### src/hw/rtl/ptri_pkg.sv
package ptri_pkg;

  // Event kinds carried on the input channel's tuser.
  typedef enum logic [2:0] {
    MODE_STATUS_RD = 3'd0,
    MODE_CTRL_WR   = 3'd1,
    MODE_DATA_RD   = 3'd2,
    MODE_DATA_WR   = 3'd3,
    MODE_FRAME     = 3'd4,
    MODE_END       = 3'd5,
    MODE_LOAD      = 3'd6,
    MODE_UNLOAD    = 3'd7
  } mode_t;

  // Status register layout, most significant field first.
  typedef struct packed {
    logic       present;
    logic [1:0] spare;
    logic       binary;
    logic       busy;
    logic       done;
    logic [2:0] level;
  } status_t;

  localparam int unsigned WORD_W     = 36;
  localparam int unsigned STATUS_W   = 9;
  localparam int unsigned LEVEL_W    = 3;
  localparam int unsigned CTRL_W     = 6;
  localparam int unsigned FRAME_W    = 8;
  localparam int unsigned FRAME_BITS = 6;
  localparam int unsigned CNT_W      = 3;

  localparam int unsigned FRAMES_PER_WORD = 6;
  localparam logic [CNT_W-1:0] FRAME_CNT_LAST = CNT_W'(FRAMES_PER_WORD);

  localparam int unsigned IN_TDATA_W  = 16;
  localparam int unsigned IN_TUSER_W  = 3;
  localparam int unsigned OUT_TDATA_W = 56;
  localparam int unsigned OUT_TUSER_W = 1;

endpackage

### src/hw/rtl/paper_tape_reader_interface_unit.sv
// Paper tape reader controller.
// Each input transaction is one event: a host status read, control write,
// data read or data write (ignored), or a tape event (frame, end of tape,
// tape loaded, tape removed). in_tuser carries the event kind, in_tdata the
// control value and the frame byte. Every event yields exactly one output
// transaction with the read data word, the status word, the read-accepted
// flag and the interrupt request state after the event.
// Text mode fills the word from one frame; binary mode shifts in the low six
// bits of each frame that has bit 7 set until six frames are in.
// Timing: an accepted event is held in the input register, is evaluated
// against the controller state and lands in the output register, from
// which its result is offered. One event per cycle is sustained while the
// receiver takes every result; the only loop is the state update inside
// the evaluation stage. When the receiver stalls, the output register holds
// its transaction and the input register fills; in_tready then follows
// out_tready, so nothing is lost or repeated and the stream resumes at
// full rate.
// Synchronous active-low reset empties both registers, clears status, data,
// assembly word and frame count, removes the tape and drops the interrupt.
module paper_tape_reader_interface_unit (
  input  logic                               clk,
  input  logic                               rst_n,
  input  logic                               in_tvalid,
  output logic                               in_tready,
  // [5:0] control_bits, [13:6] frame_byte, [15:14] zero
  input  logic [ptri_pkg::IN_TDATA_W-1:0]    in_tdata,
  // [2:0] mode
  input  logic [ptri_pkg::IN_TUSER_W-1:0]    in_tuser,
  output logic                               out_tvalid,
  input  logic                               out_tready,
  // [35:0] read_data, [44:36] status_word, [45] irq_active,
  // [48:46] irq_level, [55:49] zero
  output logic [ptri_pkg::OUT_TDATA_W-1:0]   out_tdata,
  // [0] read_accepted
  output logic [ptri_pkg::OUT_TUSER_W-1:0]   out_tuser
);
  import ptri_pkg::*;

  // Input register stage.
  logic               s1_vld_r;
  logic               s1_vld_nxt;
  mode_t              s1_mode_r;
  logic [CTRL_W-1:0]  s1_ctrl_r;
  logic [FRAME_W-1:0] s1_frame_r;

  // Output register stage.
  logic               out_vld_r;
  logic               out_vld_nxt;
  logic [WORD_W-1:0]  out_rdata_r;
  status_t            out_status_r;
  logic               out_acc_r;
  logic               out_irq_r;

  // Controller state.
  status_t            status_r;
  status_t            status_nxt;
  logic [WORD_W-1:0]  data_r;
  logic [WORD_W-1:0]  data_nxt;
  logic [WORD_W-1:0]  asm_r;
  logic [WORD_W-1:0]  asm_nxt;
  logic [CNT_W-1:0]   cnt_r;
  logic [CNT_W-1:0]   cnt_nxt;
  logic               tape_r;
  logic               tape_nxt;
  logic               irq_r;
  logic               irq_nxt;

  logic               rdata_acc;
  logic [WORD_W-1:0]  rdata;
  logic               s1_adv;
  logic               in_acc;

  // The evaluation stage moves forward whenever the output register is free
  // or is being emptied this cycle.
  assign s1_adv    = s1_vld_r && (!out_vld_r || out_tready);
  assign in_tready = !s1_vld_r || s1_adv;
  assign in_acc    = in_tvalid && in_tready;

  always_comb begin
    if (in_acc) begin
      s1_vld_nxt = 1'b1;
    end else if (s1_adv) begin
      s1_vld_nxt = 1'b0;
    end else begin
      s1_vld_nxt = s1_vld_r;
    end
    if (s1_adv) begin
      out_vld_nxt = 1'b1;
    end else if (out_tready) begin
      out_vld_nxt = 1'b0;
    end else begin
      out_vld_nxt = out_vld_r;
    end
  end

  // Event evaluation against the current controller state.
  always_comb begin
    logic [CNT_W-1:0] cnt_inc;
    logic             finish;
    status_nxt = status_r;
    data_nxt   = data_r;
    asm_nxt    = asm_r;
    cnt_nxt    = cnt_r;
    tape_nxt   = tape_r;
    irq_nxt    = irq_r;
    rdata      = '0;
    rdata_acc  = 1'b0;
    finish     = 1'b0;
    cnt_inc    = cnt_r + CNT_W'(1);
    case (s1_mode_r)
      MODE_CTRL_WR: begin
        status_nxt.level   = s1_ctrl_r[2:0];
        status_nxt.done    = s1_ctrl_r[3];
        status_nxt.busy    = s1_ctrl_r[4];
        status_nxt.binary  = s1_ctrl_r[5];
        status_nxt.spare   = 2'b00;
        status_nxt.present = tape_r;
        irq_nxt            = s1_ctrl_r[3];
        if (s1_ctrl_r[4]) begin
          data_nxt = '0;
          asm_nxt  = '0;
          cnt_nxt  = '0;
        end
      end
      MODE_DATA_RD: begin
        if (status_r.done) begin
          rdata           = data_r;
          rdata_acc       = 1'b1;
          status_nxt.busy = 1'b1;
          status_nxt.done = 1'b0;
          irq_nxt         = 1'b0;
          asm_nxt         = '0;
          cnt_nxt         = '0;
        end
      end
      MODE_FRAME: begin
        if (status_r.busy && tape_r) begin
          if (status_r.binary) begin
            // Frames without the punch in channel eight are leader or
            // filler and are skipped.
            if (s1_frame_r[7]) begin
              asm_nxt = {asm_r[WORD_W-FRAME_BITS-1:0], s1_frame_r[FRAME_BITS-1:0]};
              cnt_nxt = cnt_inc;
              finish  = (cnt_inc >= FRAME_CNT_LAST);
            end
          end else begin
            asm_nxt = {{(WORD_W-FRAME_W){1'b0}}, s1_frame_r};
            finish  = 1'b1;
          end
        end
      end
      MODE_END: begin
        if (status_r.busy && tape_r) begin
          status_nxt.present = 1'b0;
          finish             = 1'b1;
        end
      end
      MODE_LOAD: begin
        tape_nxt           = 1'b1;
        status_nxt.present = 1'b1;
      end
      MODE_UNLOAD: begin
        tape_nxt           = 1'b0;
        status_nxt.present = 1'b0;
      end
      default: begin
      end
    endcase
    if (finish) begin
      data_nxt        = asm_nxt;
      status_nxt.busy = 1'b0;
      status_nxt.done = 1'b1;
      irq_nxt         = 1'b1;
    end
  end

  always_ff @(posedge clk) begin
    if (!rst_n) begin
      s1_vld_r  <= 1'b0;
      out_vld_r <= 1'b0;
      status_r  <= '0;
      data_r    <= '0;
      asm_r     <= '0;
      cnt_r     <= '0;
      tape_r    <= 1'b0;
      irq_r     <= 1'b0;
    end else begin
      s1_vld_r  <= s1_vld_nxt;
      out_vld_r <= out_vld_nxt;
      if (s1_adv) begin
        status_r <= status_nxt;
        data_r   <= data_nxt;
        asm_r    <= asm_nxt;
        cnt_r    <= cnt_nxt;
        tape_r   <= tape_nxt;
        irq_r    <= irq_nxt;
      end
    end
  end

  always_ff @(posedge clk) begin
    if (in_acc) begin
      s1_mode_r  <= mode_t'(in_tuser[2:0]);
      s1_ctrl_r  <= in_tdata[CTRL_W-1:0];
      s1_frame_r <= in_tdata[CTRL_W+FRAME_W-1:CTRL_W];
    end
    if (s1_adv) begin
      out_rdata_r  <= rdata;
      out_status_r <= status_nxt;
      out_acc_r    <= rdata_acc;
      out_irq_r    <= irq_nxt;
    end
  end

  assign out_tvalid = out_vld_r;
  assign out_tdata  = {{(OUT_TDATA_W-WORD_W-STATUS_W-1-LEVEL_W){1'b0}},
                       out_status_r.level, out_irq_r, out_status_r, out_rdata_r};
  assign out_tuser  = out_acc_r;

endmodule

### config.mk
export PLATFORM = sky130hd
export DESIGN_NAME = paper_tape_reader_interface_unit
export DESIGN_NICKNAME = d
export VERILOG_FILES = /design/src/hw/rtl/ptri_pkg.sv /design/src/hw/rtl/paper_tape_reader_interface_unit.sv
export SDC_FILE = /design/constraint.sdc
export NUM_CORES = 1
export LEC_CHECK = 0
export ABC_AREA = 1
export BUFFER_PORTS_ARGS = -buffer_cell sky130_fd_sc_hd__buf_2
export CAP_MARGIN = 20
export CELL_PAD_IN_SITES_DETAIL_PLACEMENT = 0
export CELL_PAD_IN_SITES_GLOBAL_PLACEMENT = 1
export CORE_ASPECT_RATIO = 1.1
export CORE_MARGIN = 2
export CORE_UTILIZATION = 45
export CTS_BUF_LIST = sky130_fd_sc_hd__clkbuf_2 sky130_fd_sc_hd__clkbuf_4 sky130_fd_sc_hd__clkbuf_8
export CTS_CLUSTER_SIZE = 8
export DETAILED_ROUTE_END_ITERATION = 10
export PLACE_DENSITY = 0.89
export SYNTH_ARGS = -nofsm -noshare
export SYNTH_HDL_FRONTEND = slang
export SYNTH_SLANG_ARGS = --single-unit
### constraint.sdc
create_clock -name clk -period 3 [get_ports clk]
set_input_delay 0.15 -clock clk [delete_from_list [all_inputs] [get_ports clk]]
set_output_delay 0.15 -clock clk [all_outputs]
set_load 0.01 [all_outputs]
### After elaboration in Yosys (flattened, before gate mapping)

Cells that the tools add are included.

| cells by class | value |
|---|---|
| muxes and demuxes | 36 |
| eq/ne operators | 11 |
| $add $sub $neg | 1 |
| reductions and logical operators | 17 |
| order comparisons | 1 |

Operators by type and width:

| kind | number |
|---|---|
| $mux W36 | 8 |
| $pmux W36 S3 | 1 |
| $mux W3 | 7 |
| $eq A3 B3 Y1 const B | 4 |
| $mux W1 | 12 |
| $ne A2 B2 Y1 const B | 5 |
| $reduce_bool A2 Y1 | 5 |
| $pmux W3 S3 | 1 |
| $reduce_and A7 Y1 | 1 |
| $pmux W1 S2 | 3 |
| $mux W2 | 2 |
| $pmux W1 S4 | 1 |
| $pmux W2 S2 | 1 |
| $reduce_and A2 Y1 | 2 |
| $add A3 B1 Y3 const B | 1 |
| $eq A3 B1 Y1 const B | 1 |
| $eq A3 B2 Y1 const B | 1 |
| $ge A3 B3 Y1 const B | 1 |
| $logic_and A1 B1 Y1 | 3 |
| $reduce_and A3 Y1 | 1 |
| $reduce_bool A3 Y1 | 1 |
| $logic_not A1 Y1 | 2 |
| $logic_or A1 B1 Y1 | 2 |

| storage, ports and cells | value |
|---|---|
| output and inout port bits | 59 |
| register bits after elaboration | 152 |
| input bits | 23 |

### Depth between registers and ports, before layout

Gate-level depths: netlist of the first run.

| depth | value |
|---|---|
| word-level depth | 8 |
| depth in mapped cells | 11 |

### Least setup slack after synthesis of the first run

No wires, ideal clock.

| path | value |
|---|---|
| path type | register -> register |
| start | reg out_vld_r (netlist: out_tvalid) |
| end | reg out_irq_r (enable) |
| arrival | 2.336 ns |
| setup slack | 0.234 ns |
| buffers on the path | 2 |
| clock period less this slack | 2.766 ns |
| stages on the path, launching flop included | 6 |
| cells stage by stage | dfxtp_1 > nand2_1 > nand2_1 > inv_1 > clkbuf_1 > clkbuf_1 |

| on the way | value |
|---|---|
| word-level cells in the longest chain between the ends | 3 |

Ends and longest elaborated chain:

| item | RTL line | RTL |
|---|---|---|
| from (decl) | paper_tape_reader_interface_unit.sv:47 | `logic out_vld_r;` |
| from (signal assigned) | paper_tape_reader_interface_unit.sv:189 | `out_vld_r <= out_vld_nxt;` |
| $logic_not A1 Y1 | paper_tape_reader_interface_unit.sv:75 | `assign s1_adv = s1_vld_r && (!out_vld_r \|\| out_tready);` |
| $logic_or A1 B1 Y1 | paper_tape_reader_interface_unit.sv:75 |  |
| $logic_and A1 B1 Y1 | paper_tape_reader_interface_unit.sv:75 |  |
| to (signal assigned) | paper_tape_reader_interface_unit.sv:211 | `out_irq_r <= irq_nxt;` |
| to (decl) | paper_tape_reader_interface_unit.sv:52 | `logic out_irq_r;` |

Every way passes these cells.
A chain may end at the register's enable or synchronous reset.

### Final worst setup path of the first run

| path | value |
|---|---|
| start | reg s1_mode_r[2] |
| end | reg data_r[4] |

| on the way | value |
|---|---|
| word-level cells in the longest chain between the ends | 4 |
| elaborated cells between the ends (all ways) | 10 |
| classes of those cells | eq/ne: 4; mux: 3; reduce/logical: 3 |

Ends and longest elaborated chain:

| item | RTL line | RTL |
|---|---|---|
| from (decl) | paper_tape_reader_interface_unit.sv:42 | `mode_t s1_mode_r;` |
| from (signal assigned) | paper_tape_reader_interface_unit.sv:203 | `s1_mode_r <= mode_t'(in_tuser[2:0]);` |
| $eq A3 B3 Y1 | paper_tape_reader_interface_unit.sv:110 | `case (s1_mode_r)` |
| $pmux W1 S2 | paper_tape_reader_interface_unit.sv:110 |  |
| $reduce_bool A2 Y1 (no line) | -- |  |
| $reduce_and A3 Y1 (no line) | -- |  |
| to (signal assigned) | paper_tape_reader_interface_unit.sv:192 | `data_r <= data_nxt;` |
| to (decl) | paper_tape_reader_interface_unit.sv:57 | `logic [WORD_W-1:0] data_r;` |

Parallel ways exist; a longest one is shown, timed or not.

==> flow_summary.yaml, run 1 <==
drt:
  drc: 0
  routed_wl_microns: 16100
  drt_iter0_markers: 624
  vias: 5916
  vias_per_cell: 4.98
  firstDrtPassIters: 5
  routedWlPerCell_microns: 13.6
  final_antenna_net_count: 0
logic_synthesis:
  avgSynthCellArea_sq_um: 7.71
  synth_top_area_share_pct: 27.3
  yosysWarnings: 0
  yosysSeqAreaShare_pct: 52.3
  synth_seq_cells: 152
  yosys.area.top_type: "edfxtp_1"
  netlist_area_sq_mm: 0.00704
  synth-edff-count: 64
  ys_types: 29
  synthArstFlopShare_pct: 0
  syn_inst: 913
  synth_flop_cell: "dfxtp_1"
  synth_area_leaders: "edfxtp_1 27%, dfxtp_1 25%, nand2_1 15%, nand3_1 6.2%, a21oi_1 6.0%"
sta:
  setup_viol: 0
  min_period_ns: 2.32
  drv_slew: 0
  tightest_slew_ns: 0.704
  rsz0062_at_grt: "false"
  final_hold_viol_count: 0
  whs_ns: 0.395
  slew_headroom_pct: 53.0
  setup_tns_ns: 0
  fin_crit_sh_pct: 77.3
  finalClockSkew_ns: 0.00873
  clock.fmax_mhz: 431
place:
  gp_congestion: 0.784
  io_buffers: 72
  dp_hpwl_microns: 9910
  dpl_cell_area_sq_mm: 0.00743
power_and_ir_drop:
  leakage_uw: 0.00296
  clkPwrFrac_pct: 38.5
  comb_power_share_pct: 6.5
  p_per_area_mw_per_mm2: 504
  p_sw_uw: 975
  intPower_uw: 3070
  switching_share_pct: 24.1
  ir_worst_vdd_mv: 0.252
  seqPwrFrac_pct: 55.0
floorplanning:
  core-area_sq_mm: 0.0152
  die_x_microns: 123
  dieHeight_microns: 135
  dieArea_sq_mm: 0.0167
  fp-row-count: 47
  start_util_pct: 46.4
  ios: 82
cts:
  cts_made_buffers: 17
  clk_pin_slew_worst_paths_ns: 0.08
  cts.sinks: 152
  cts_tree: "built"
  clock_path_buffers: 2
  clkLatencyLatePin_ns: 0.46
  postCtsSetupBuffers: 0
  h-tree-depth: 4
  clock-root-buffer: "clkbuf_8"
global_route:
  grt_start_max_net_pins: 57
  grt-ovfl-total: 0
  grt_antenna_before_repair: 0
  grt_pass1_wl_microns: 26400
  grt_usage_pct: 20.2
  grt_pass1_vias: 5474
finish:
  seq_area_sq_mm: 0.00368
  fin_nets: 1003
  drive_above_1_share_pct: 13.6
  diodes: 0
  multi_input_area_sq_mm: 0.00269
  syn2layout_area_growth_pct: 14.1
  fin_area_sq_mm: 0.00803
  nFillCells: 1503
critical_path:
  critPathRequiredTime_ns: 3.31
  critPathCaptureType: "flip-flop"
  cp.arrival_ns: 2.63
  cp_max_fo: 36
  crit_type: "reg2reg"
  worst_r2r_path_depth: 8
  startpoint_type: "flip-flop"
status:
  outcome: "finished clean"
hold_path:
  hold_depth: 2
  hp-class: "in2reg"
flow_run:
  drv_cap: 0
==> cell families after synthesis <==
group,synth area share (%)
buffers and inverters,9.78
other,0.0533
and+or+nand+nor,26.6
DFF,52.3
AOI/OAI and AO/OA,10.8
adders and majority gates,0.356
==> metal layers <==
| metal | vias up | part of all wire [%] | wire, microns | global-route usage, % |
|---|---|---|---|---|
| li1 | 3045 | - | - | - |
| met1 | 2724 | 47 | 7560 | 26.7 |
| met5 | - | 0 | 0 | 0 |
| met4 | 0 | 1.6 | 253 | 7.01 |
| met3 | 23 | 4.4 | 708 | 4.12 |
| met2 | 124 | 47 | 7600 | 32.7 |
==> layout make-up <==
cell class                      count  area share, %
Multi-Input combinational cell    610           33.5
Sequential cell                   152           45.9
Timing Repair Buffer              104           8.26
Clock buffer                       21           3.37
Inverter                           93           4.40
Tap cell                          196           3.05
Clock inverter                     11           1.56
==> worst max-delay path: stages (launching register included) <==
cell and delay (ns):
edfxtp_1 0.50, nand2_1 0.40, clkinv_1 0.17, nand3_1 0.11, nand2_2 0.08, nand2_2 0.11, clkinv_2 0.42, nand3_1 0.28
a21oi_1 0.09
==> cells in the mapped netlist (5+ instances only) <==
library cell / number
o21ai_0: 64
nor2_1: 64
nand2_1: 281
buf_2: 15
edfxtp_1: 64
buf_1: 5
clkbuf_1: 24
nand3_1: 87
dfxtp_1: 88
buf_4: 19
inv_1: 90
a21oi_1: 85
==> stage by stage <==
| step | total power (uW) | util [%] | worst slack (ns) | instances |
|---|---|---|---|---|
| finish | 4040 | 52.9 | 0.681 | 1187 |
| global route | 4190 | 52.9 | 0.471 | 1187 |
| CTS | 4070 | 52.9 | 0.647 | 1187 |
| detailed placement | 2520 | 49.0 | 0.662 | 1135 |
| global placement | 2510 | 49.0 | 0.764 | 1135 |
| floorplan | 2440 | - | 0.234 | 919 |
==> timing repair <==
action,in CTS,in global routing
gates resized for setup,0,0
hold buffers,20,0
endpoints found under the setup margin,0,0
hold endpoints to repair,22,0
==> final timing paths <==
kind                                    from      endpoint  slack, ns
worst max-delay path            s1_mode_r[2]     data_r[4]       0.68
worst min-delay path             in_tdata[5]  s1_ctrl_r[5]       0.39
worst min register to register   status_r[7]   status_r[7]       0.43
worst max register to register  s1_mode_r[2]     data_r[4]       0.68
==> flip-flops by register name, summed over array words and instances, names as in the netlist <==
name	cells
asm_r	36
cnt_r	3
data_r	36
irq_r	1
out_irq_r	1
out_rdata_r	36
out_tdata	9
out_tuser	1
out_tvalid	1
s1_ctrl_r	6
s1_frame_r	8
s1_mode_r	3
s1_vld_r	1
status_r	9
tape_r	1
==> power groups by stage <==
stage          Sequential [uW]  Combinational (uW)  Clock [uW]
2_1_floorplan             2290                 150           0
3_3_place_gp              2270                 243           0
3_5_place_dp              2270                 245           0
4_1_cts                   2220                 265        1590
5_1_grt                   2230                 291        1670
6_report                  2220                 263        1560
==> cell usage in the layout, fill, tap and decap left out, drive strengths merged <==
master       count
o2111ai          1
dfxtp           88
edfxtp          64
nand4            1
nor3             1
a21oi           85
inv             91
ha               2
conb             7
bufinv           2
nand3           90
or2              4
nor2            68
nand3b           2
clkinvlp         5
dlygate4sd3     20
buf             84
clkbuf          21
nand2          284
clkinv           6
o21ai           65
Note: power is estimated with default switching activity, not from simulation.
==> inputs of run 2 (changes only) <==
--- a/config.mk
+++ b/config.mk
@@ -5,18 +5,18 @@
 export SDC_FILE = /design/constraint.sdc
 export NUM_CORES = 1
 export LEC_CHECK = 0
-export ABC_AREA = 1
+export ABC_AREA = 0
 export BUFFER_PORTS_ARGS = -buffer_cell sky130_fd_sc_hd__buf_2
 export CAP_MARGIN = 20
 export CELL_PAD_IN_SITES_DETAIL_PLACEMENT = 0
 export CELL_PAD_IN_SITES_GLOBAL_PLACEMENT = 1
 export CORE_ASPECT_RATIO = 1.1
 export CORE_MARGIN = 2
-export CORE_UTILIZATION = 45
+export CORE_UTILIZATION = 43
 export CTS_BUF_LIST = sky130_fd_sc_hd__clkbuf_2 sky130_fd_sc_hd__clkbuf_4 sky130_fd_sc_hd__clkbuf_8
 export CTS_CLUSTER_SIZE = 8
 export DETAILED_ROUTE_END_ITERATION = 10
-export PLACE_DENSITY = 0.89
+export PLACE_DENSITY = 0.84
 export SYNTH_ARGS = -nofsm -noshare
 export SYNTH_HDL_FRONTEND = slang
 export SYNTH_SLANG_ARGS = --single-unit
==> constraint.sdc (replaced) <==
create_clock -name clk -period 1.9 [get_ports clk]
set_input_delay 0.095 -clock clk [delete_from_list [all_inputs] [get_ports clk]]
set_output_delay 0.095 -clock clk [all_outputs]
set_load 0.01 [all_outputs]
==> flow_summary.yaml, run 2 <==
status:
  outcome: "finished clean"
critical_path:
  crit-reg2reg-capture: "data_r[1]"
  cp_slowest_cell: "edfxtp_1"
  path_cells: "and4bb_4 -> or3_4 -> nand2_2 -> buf_4 -> a22o_1 -> a22o_1"
  startpoint_type: "flip-flop"
  regToRegStartpoint: "s1_mode_r[2]"
  crit_family: "simple AND/OR/NAND/NOR gates"
  cp.arrival_ns: 2.19
  cp_max_fo: 7
  cp_num_buf_inv: 1
  cpMostUsedCell: "a22o_1"
  crit_type: "reg2reg"
  r2r_slack_ns: 0.06
  critPathRequiredTime_ns: 2.24
  worst_r2r_path_depth: 6
  slowest_delay_ns: 0.48
  critPathCaptureType: "flip-flop"
logic_synthesis:
  synth-edff-count: 64
  synth_most_common_cell: "a22o_1"
  synthArstFlopShare_pct: 0
  yosysSeqAreaShare_pct: 62.0
  synth_top_family_by_area: "compound AO/OA/AOI/OAI gates"
  syn_inst: 474
  synth_flop_cell: "dfxtp_1"
  netlist_area_sq_mm: 0.00594
  avgSynthCellArea_sq_um: 12.5
  muxShareOfSynthArea_pct: 0.948
  synth_xor_xnor_area_share_pct: 0.148
  synth-compound-area-share_pct: 21.2
  ys_types: 51
  synth_seq_cells: 152
  yosys.area.top_type: "edfxtp_1"
  ys_top_cells_by_count: "104 x a22o_1, 88 x dfxtp_1, 64 x edfxtp_1, 39 x and2_1, 18 x a21oi_1"
  yosysWarnings: 0
  synthSimpleGateAreaFrac_pct: 10.5
  synth_top_area_share_pct: 32.4
  synth_fa_ha_area_share_pct: 0.421
  synth_area_leaders: "edfxtp_1 32%, dfxtp_1 30%, a22o_1 15%, and2_1 4.1%, buf_4 2.0%"
sta:
  rsz0062_at_grt: "true"
  drv_slew: 0
  finalClockSkew_ns: 0.0120
  clock.fmax_mhz: 543
  setup_viol: 0
  min_period_ns: 1.84
  setup_tns_ns: 0
  final_hold_viol_count: 0
  fin_crit_sh_pct: 97.0
global_route:
  grt_pass1_wl_microns: 19400
  grt_start_max_net_pins: 47
  grt_usage_pct: 17.0
  grt_pass1_vias: 3987
  grt_antenna_before_repair: 0
  grt-ovfl-total: 0
drt:
  routedWlPerCell_microns: 15.8
  routed_wl_microns: 12400
  vias_per_cell: 5.30
  final_antenna_net_count: 0
  drc: 0
  vias: 4160
  firstDrtPassIters: 5
  drt_iter0_markers: 194
place:
  gp_congestion: 0.796
  dp_hpwl_microns: 7770
  placedCellCount: 723
  io_buffers: 72
cts:
  h-tree-depth: 4
  cts_made_buffers: 17
  cts.sinks: 152
  clock_path_buffers: 2
  clkLatencyLatePin_ns: 0.46
  cts_tree: "built"
  clk_pin_slew_worst_paths_ns: 0.08
  clock-root-buffer: "clkbuf_8"
power_and_ir_drop:
  leakage_uw: 0.00286
  p_per_area_mw_per_mm2: 850
  ir_worst_vdd_mv: 0.441
hold_path:
  hold_depth: 2
  hp-class: "in2reg"
  min_from: "rst_n"
  whs_endpoint: "asm_r[6]"
finish:
  syn2layout_area_growth_pct: 24.1
  instances_no_fill: 785
  fin_nets: 609
  mostFrequentLayoutCells: "103 x a22o_1, 86 x dfxtp_1, 72 x buf_2"
  reg_top3: "asm_r: 36 flops, data_r: 36 flops, out_rdata_r: 36 flops"
  diodes: 0
  drive_above_1_share_pct: 28.3
  layout_commonest_cell: "a22o_1"
floorplanning:
  ios: 82
  core-area_sq_mm: 0.0136
  start_util_pct: 43.6
  die_x_microns: 116
  dieHeight_microns: 127
  dieArea_sq_mm: 0.0148
  fp-row-count: 45
flow_run:
  drv_cap: 0
-- run 2: metrics by stage --
stage | power [uW] | area [sq um] | worst slack [ns] | hold WS (ns) | util (%)
2_1_floorplan | 3750 | 5970 | 0.0173 | 0.194 | -
3_3_place_gp | 3860 | 6580 | -0.0307 | 0.272 | 48.3
3_5_place_dp | 3870 | 6580 | -0.0800 | 0.273 | 48.3
4_1_cts | 6310 | 7210 | 0.00652 | 0.0279 | 52.9
5_1_grt | 6500 | 7370 | -0.0254 | 0.0454 | 54.1
6_report | 6260 | 7370 | 0.0573 | 0.0553 | 54.1
-- run 2: power by group --
group	total, uW	internal, uW	switching [uW]
combinational	339	143	196
clock	2430	1240	1180
sequential	3490	3460	30.5
-- run 2: cells by family (layout without fill, tap and decap cells) --
group | after synthesis | in the layout
AO/OA/AOI/OAI | 155 | 155
XOR/XNOR | 1 | 1
adder cells (fa/ha/maj) | 2 | 2
buffers and inverters | 49 | 166
flip-flops | 152 | 152
multiplexers | 5 | 5
other | 1 | 7
AND/OR/NAND/NOR | 109 | 109
-- run 2: worst reg2reg max path, delay by kind of cell, from the launching register on --
kind            cells  cell delay [ns]
compound gates      2             0.44
buf+inv             1             0.18
flops               1             0.48
simple gates        3             0.63
-- run 2: repair_timing --
item,in CTS,in global routing
pin swaps,1,11
setup buffers,1,5
setup endpoints to repair,36,45
hold endpoints to repair,19,0
gates cloned,1,4
hold buffers,19,0
gates resized for setup,6,11
-- run 2: per-layer routing --
metal	global-route usage (%)	wire length [microns]	vias up
li1	-	-	2003
met1	19.9	5190	1988
met2	28.9	6330	141
met3	5.03	609	28
met4	7.14	313	0
met5	0	0	-
-- run 2: worst max path at each step --
stage                 start         end  slack (ns)  cells after the start
2_1_floorplan    out_tvalid   out_irq_r        0.02                      4
3_3_place_gp       cnt_r[1]  data_r[23]       -0.03                      8
3_5_place_dp       cnt_r[1]   data_r[2]       -0.08                      8
4_1_cts            cnt_r[1]  data_r[25]       0.007                      8
5_1_grt            cnt_r[1]  data_r[25]       -0.03                      8
6_report       s1_mode_r[2]   data_r[1]        0.06                      6
-- run 2: area by class of cell --
cell class                 instances  area, sq um
clock buffer                      21          270
clock inverter                    11          123
fill                            1201         6260
inverter                           7         26.3
multi-input combinational        279         2050
sequential                       152         3690
tap                              188          235
timing repair buffer             127          975
==> inputs of run 3 (changes only) <==
--- a/config.mk
+++ b/config.mk
@@ -10,7 +10,6 @@
 export CAP_MARGIN = 20
 export CELL_PAD_IN_SITES_DETAIL_PLACEMENT = 0
 export CELL_PAD_IN_SITES_GLOBAL_PLACEMENT = 1
-export CORE_ASPECT_RATIO = 1.1
 export CORE_MARGIN = 2
 export CORE_UTILIZATION = 43
 export CTS_BUF_LIST = sky130_fd_sc_hd__clkbuf_2 sky130_fd_sc_hd__clkbuf_4 sky130_fd_sc_hd__clkbuf_8
==> flow_summary.yaml, run 3 (synthesis gave the netlist of run 2 again) <==
critical_path:
  slowest_delay_ns: 0.43
  cp_max_fo: 11
  critPathCaptureType: "flip-flop"
  cpMostUsedCell: "a22o_1"
  cp_slowest_cell: "edfxtp_1"
  critPathRequiredTime_ns: 2.24
  r2r_slack_ns: 0.05
  startpoint_type: "flip-flop"
  crit_type: "reg2reg"
  path_cells: "buf_4 -> and4bb_1 -> or3_4 -> nand2_4 -> buf_6 -> a22o_1 -> a22o_1"
  cp.arrival_ns: 2.19
power_and_ir_drop:
  switching_share_pct: 22.6
  comb_power_share_pct: 5.6
  p_sw_uw: 1440
  ir_worst_vdd_mv: 0.517
  intPower_uw: 4940
  clkPwrFrac_pct: 39.7
  seqPwrFrac_pct: 54.7
  leakage_uw: 0.00290
  p_per_area_mw_per_mm2: 852
cts:
  clkLatencyLatePin_ns: 0.45
  clock-root-buffer: "clkbuf_8"
  clock_path_buffers: 2
  cts_tree: "built"
  h-tree-depth: 4
  clk_pin_slew_worst_paths_ns: 0.08
  cts.sinks: 152
  cts_made_buffers: 17
place:
  dp_hpwl_microns: 7650
  gp_congestion: 0.802
  io_buffers: 72
  post-place-ws_ns: -0.109
  placedCellCount: 717
global_route:
  grt_antenna_before_repair: 0
  grt-ovfl-total: 0
  grt_util_met3_pct: 4.84
  grt_pass1_wl_microns: 19000
  globalRouteMet1Util_pct: 21.0
  grt_usage_pct: 16.8
  grt_pass1_vias: 3840
  use_met2_pct: 27.8
  grt_start_max_net_pins: 38
  top_usage_layer: "met2"
floorplanning:
  start_util_pct: 44.5
  core-area_sq_mm: 0.0133
  dieHeight_microns: 122
  fp-row-count: 42
  die_x_microns: 122
  dieArea_sq_mm: 0.0148
  ios: 82
sta:
  finalClockSkew_ns: 0.0173
  final_hold_viol_count: 0
  setup_slack_ns: 0.0475
  whs_ns: 0.0590
  min_period_ns: 1.85
  clock.fmax_mhz: 540
  rsz0062_at_grt: "true"
  fin_crit_sh_pct: 97.5
  drv_slew: 0
  setup_viol: 0
drt:
  vias: 4123
  routed_wl_microns: 12400
  vias_per_cell: 5.29
  firstDrtPassIters: 4
  routedWlPerCell_microns: 15.9
  drc: 0
  drt_iter0_markers: 196
  final_antenna_net_count: 0
finish:
  mostFrequentLayoutCells: "104 x a22o_1, 86 x dfxtp_1, 72 x buf_2"
  drive_above_1_share_pct: 29.5
  syn2layout_area_growth_pct: 26.2
  nFillCells: 1134
  layout_commonest_cell: "a22o_1"
  instances_no_fill: 779
  fin_nets: 615
  diodes: 0
  reg_top3: "asm_r: 36 flops, data_r: 36 flops, out_rdata_r: 36 flops"
flow_run:
  drv_cap: 0
status:
  outcome: "finished clean"
hold_path:
  hp-class: "in2reg"
run 3: critical path: cells and delay by family (launching register included):
kind            cells  cell delay [ns]
compound gates      2             0.44
buf+inv             2             0.34
flops               1             0.43
simple gates        3             0.54
run 3: area by class of cell:
cell class | instances | area, sq um | share of cell area [%]
flip-flops and latches | 152 | 3690 | 49.2
multi-input cells | 279 | 2110 | 28.2
repair buffers | 133 | 1030 | 13.7
clock buffers | 18 | 241 | 3.22
well taps | 176 | 220 | 2.94
clock inverters | 14 | 175 | 2.34
inverters | 7 | 26.3 | 0.351
run 3: worst paths after layout:
kind / cells after the start / endpoint / startpoint
worst max-delay path: 7 / data_r[0] / s1_mode_r[1]
worst min-delay path: 3 / cnt_r[1] / rst_n
worst max register to register: 7 / data_r[0] / s1_mode_r[1]
worst min register to register: 2 / status_r[0] / status_r[0]
run 3: per-layer routing:
layer	part of all wire (%)	wire (microns)
met1	43	5370
met2	50	6140
met3	6.1	757
met4	0.84	104
met5	0	0
run 3: metrics by stage:
stage | cell area [sq um] | total power, uW | utilization, % | TNS, ns
finish | 7490 | 6380 | 56.1 | 0
global route | 7490 | 6610 | 56.1 | -0.313
CTS | 7280 | 6420 | 54.5 | 0
detailed placement | 6600 | 3870 | 49.4 | -3.13
global placement | 6600 | 3860 | 49.4 | -0.395
floorplan | 5970 | 3750 | - | 0
run 3: power groups by stage:
stage	Clock, uW	Combinational, uW	Sequential (uW)
CTS	2590	334	3490
floorplan	0	164	3590
finish	2530	358	3490
global route	2720	388	3500
detailed placement	0	297	3570
global placement	0	289	3570
run 3: timing repair:
item	CTS	global route
hold buffers	20	0
pin swaps	2	9
gates resized for setup	8	19
buffers inserted	1	4
gates cloned	1	4
setup endpoints to repair	39	69
hold endpoints to repair	19	0
